$ cat config.mk
export PLATFORM = sky130hd
export DESIGN_NAME = tcma_ram
export DESIGN_NICKNAME = d
export VERILOG_FILES = /design/src/rtl/core/tcma_ram.sv
export SDC_FILE = /design/constraint.sdc
export NUM_CORES = 1
export LEC_CHECK = 0
export ABC_AREA = 1
export BUFFER_PORTS_ARGS = -buffer_cell sky130_fd_sc_hd__buf_2
export CAP_MARGIN = 20
export CELL_PAD_IN_SITES_DETAIL_PLACEMENT = 0
export CELL_PAD_IN_SITES_GLOBAL_PLACEMENT = 2
export CORE_UTILIZATION = 36
export CTS_CLUSTER_DIAMETER = 120
export DETAILED_ROUTE_END_ITERATION = 7
export PLACE_DENSITY = 0.75
export SYNTH_ARGS = -nofsm -noshare
export SYNTH_HDL_FRONTEND = slang
export SYNTH_SLANG_ARGS = --single-unit
$ cat constraint.sdc
create_clock -name clk -period 0.95 [get_ports clk]
set_input_delay 0.095 -clock clk [delete_from_list [all_inputs] [get_ports clk]]
set_output_delay 0.095 -clock clk [all_outputs]
set_load 0.05 [all_outputs]
$ cat src/rtl/core/tcma_ram.sv
// Generic simple dual-port RAM with one write port and a registered, read-first read port.
module tcma_ram #(
    parameter int WIDTH = 8,
    parameter int DEPTH = 16
) (
    input  logic                     clk,
    input  logic                     we,
    input  logic [$clog2(DEPTH)-1:0] waddr,
    input  logic [WIDTH-1:0]         wdata,
    input  logic [$clog2(DEPTH)-1:0] raddr,
    output logic [WIDTH-1:0]         rdata
);

    logic [WIDTH-1:0] mem [DEPTH];
    logic [WIDTH-1:0] rdata_reg;

    always_ff @(posedge clk)
    begin
        if (we)
        begin
            mem[waddr] <= wdata;
        end
        rdata_reg <= mem[raddr];
    end

    assign rdata = rdata_reg;

endmodule

== Yosys cells after proc, flatten, opt, wreduce, memory -nomap -nowiden ==
Memory sizes are Yosys's and may differ from the RTL's. A register that Yosys moved wholly into a read port is not among the register bits.
Cells that the tools add are included.
Storage, ports and cells
  register bits after elaboration: 0
  memories: 1
  input bits: 18
  bits in writable memories: 128
  output and inout port bits: 8
Cells by class
  multiplexer cells: 2
Memories
  mem: words 16, width 8, read ports 1, clocked after Yosys merged registers in 1, wr ports 1, line 14  | logic [WIDTH-1:0] mem [DEPTH];
Operators by type and width (number)
  2-to-1 mux 1 bit: 2

== Depth between registers and ports, before layout ==
  depth after elaboration: 2
  depth in mapped cells: 8
  mapped depth without buffers: 7

== Worst setup path before layout ==
OpenSTA, ideal clock, no wires.
  kind: in2reg
  start point: in waddr[3]
  end point: mem mem[4][0], enable pin
  buffers on the path: 0
  arrival time: 0.676 ns
  slack: -0.096 ns
  stages: 2
  setup time: 0.370 ns
  cells stage by stage: nand3b_1 -> nor2_1
RTL lines
  from (decl): line 8  | input logic [$clog2(DEPTH)-1:0] waddr,
  to (decl): line 14
No word-level cell before the write port.

== Final worst setup path ==
  start point: reg rdata_reg[5] (netlist: rdata[5]), read port of mem
  end point: out rdata[5]
RTL lines
  from (decl): line 15  | logic [WIDTH-1:0] rdata_reg;
  to (decl): line 11  | output logic [WIDTH-1:0] rdata
No word-level cell between the ends.

==> flow_metrics.tcl <==
set metrics [dict create \
    total_power_mw 14.07 \
    max_freq_ghz 1.005 \
    postLayoutCoreUtil_pct 47.36 \
    initial_core_util_pct 37.38 \
    rsz0062_at_grt "yes" \
    syn_area_um2 5767 \
    synth_nets 569 \
    final_cell_mix "nand2_1 (169), edfxtp_1 (128), inv_1 (99)" \
    ys_seq_area_share_pct 69.43 \
    numCtsBuffers 17 \
    final_nets 636 \
    required_ns 0.85 \
    power_density_nw_per_um2 1925 \
    syn2layout_area_growth_pct 26.71 \
    ant_nets 0 \
    die_w_um 128.6 \
    cts_num_sinks 136 \
    tightest_slew_ns 0.3760 \
    dieArea_um2 16530 \
    ios 26 \
    timing.final.ws_setup_ns -0.04531 \
    reg2reg_from "mem[7][4]$_DFFE_PP_" \
    drt_first_pass_iters 5 \
    slew_violations 0 \
    rows 45 \
    ir_worst_vdd_mv 1.183 \
    cp.depth 1 \
    yosysWarningCount 0 \
    crit_type "reg2out" \
    fin_worst_skew_ns 0.005030 \
    antenna_found_initial 0 \
    r2r-end "rdata[4]$_DFF_P_" \
    synthDistinctLibCells 12 \
    grt_pass1_wl_mm 21.23 \
    finalWirelength_mm 13.88 \
    cp-endpoint "rdata[5]" \
    syn_inst 551 \
    min_period_ns 0.9953 \
    htreeDepth 4 \
    core_region_area_um2 15430 \
    tritoncts "built" \
    startpoint "rdata[5]$_DFF_P_" \
    path_cells "buf_6" \
    violations "negative setup slack" \
    viasPerCell 4.626 \
    drive_gt1_share_pct 25.36 \
    grt_max_degree 44 \
    overflow 0 \
    clk_pin_slew_ns 0.05 \
    slowest_stage "dfxtp_2" \
    cts.path.max_buffers 2 \
    grt.total_usage_pct 18.26 \
    dieHeight_um 128.6 \
    hpwl_mm 9.236 \
    worst_r2r_path_depth 6 \
    fillCellCount 1453 \
    fin_crit_sh_pct 104.8 \
    grt_pass1_vias 3721 \
    crit_family "flip-flops" \
    rrSetupSlack_ns 0 \
    root_buffer "clkbuf_16" \
    worstPathArrival_ns 0.90 \
    hold_path_class "in2reg" \
    cp-end-kind "primary output" \
    gp_congestion 0.7787 \
    drt-initial-drc-count 303 \
    n_antenna_cell 0 \
    clk-insertion-delay-late_ns 0.41 \
    syn_avg_cell_area_um2 10.47 \
    io_buffers 25 \
    via_count 3895 \
    outcome "finished, violations left" \
    setup_viol 8 \
    final_common_cell "nand2_1" \
    critPathBufInv 1 \
    leakage_nw 3.170 \
    ys_ff_latch 136 \
    relSlewSlack_pct 74.94 \
    hold_violations 0 \
    crit_fanout 1 \
    crit_path_max_incr_delay_ns 0.33 \
    maxCapViolCount 0 \
    largest_reg_flops 128 \
    drc 0 \
    wl_per_cell_um 16.48 \
    worstSetupStartpointType "flip-flop" \
]
repair_timing:
action | CTS | global route
buffers inserted | 0 | 0
hold buffers | 0 | 0
setup endpoints to repair | 13 | 16
pin swaps | 2 | 28
gates resized for setup | 36 | 43
gates cloned | 0 | 0
cell families after synthesis:
kind of cell  Yosys count  share of synthesized area, %
flops                 136                         69.43
buf+inv               126                         9.525
simple gates          289                         21.05
metrics by stage:
step	TNS (ns)	hold WS, ns	area [µm²]	cells	setup slack, ns
2_1_floorplan	-7.636	0.1939	5782	551	-0.09583
5_1_grt	-0.7624	0.08136	7307	842	-0.06912
3_3_place_gp	-19.54	0.5072	6445	810	-0.2201
4_1_cts	-0.3917	0.06589	7103	842	-0.05685
6_report	-0.2344	0.07432	7307	842	-0.04531
3_5_place_dp	-20.35	0.5102	6445	810	-0.2238
cell type report:
type | count | area, µm² | share of cell area, %
clock buffers | 20 | 436.7 | 5.976
clock inverters | 12 | 108.9 | 1.490
inverters | 102 | 382.9 | 5.240
multi-input cells | 289 | 1459 | 19.97
flip-flops and latches | 136 | 4014 | 54.93
well taps | 211 | 264.0 | 3.613
repair buffers | 72 | 641.9 | 8.784
power breakdown:
group          switching, mW  leakage (nW)  internal [mW]
registers             0.0515          1.22           6.72
logic                  0.784          1.68          0.423
clock network           2.30         0.270           3.79
total                   3.13          3.17           10.9
cells in the mapped netlist:
master / number / area, µm²
edfxtp_1: 128 / 3844
dfxtp_1: 8 / 160.2
buf_2: 13 / 65.06
buf_4: 4 / 30.03
nand3_1: 97 / 485.5
buf_6: 6 / 67.56
buf_1: 1 / 3.750
nor2_1: 17 / 63.81
nand3b_1: 2 / 15.01
nand2_1: 173 / 649.4
inv_2: 2 / 7.510
inv_1: 100 / 375.4
worst min-delay path by stage:
stage / slack, ns / to / startpoint / cells past startpoint
after detailed placement: 0.51 / mem[13][4]$_DFFE_PP_ / wdata[4] / 1
after floorplan: 0.19 / mem[0][0]$_DFFE_PP_ / wdata[0] / 0
after CTS: 0.07 / mem[13][4]$_DFFE_PP_ / wdata[4] / 1
after global routing: 0.08 / mem[13][4]$_DFFE_PP_ / wdata[4] / 1
after global placement: 0.51 / mem[13][4]$_DFFE_PP_ / wdata[4] / 1
final: 0.07 / mem[13][4]$_DFFE_PP_ / wdata[4] / 1
metal layers:
metal | GRT usage (%) | wire length [µm] | part of all wire [%]
met5 | 0 | 0 | 0
met3 | 4.865 | 759 | 5.5
met1 | 25.17 | 6460 | 47
met2 | 27.89 | 6562 | 47
met4 | 6.298 | 97 | 0.70
Note: power is estimated with default switching activity, not from simulation.
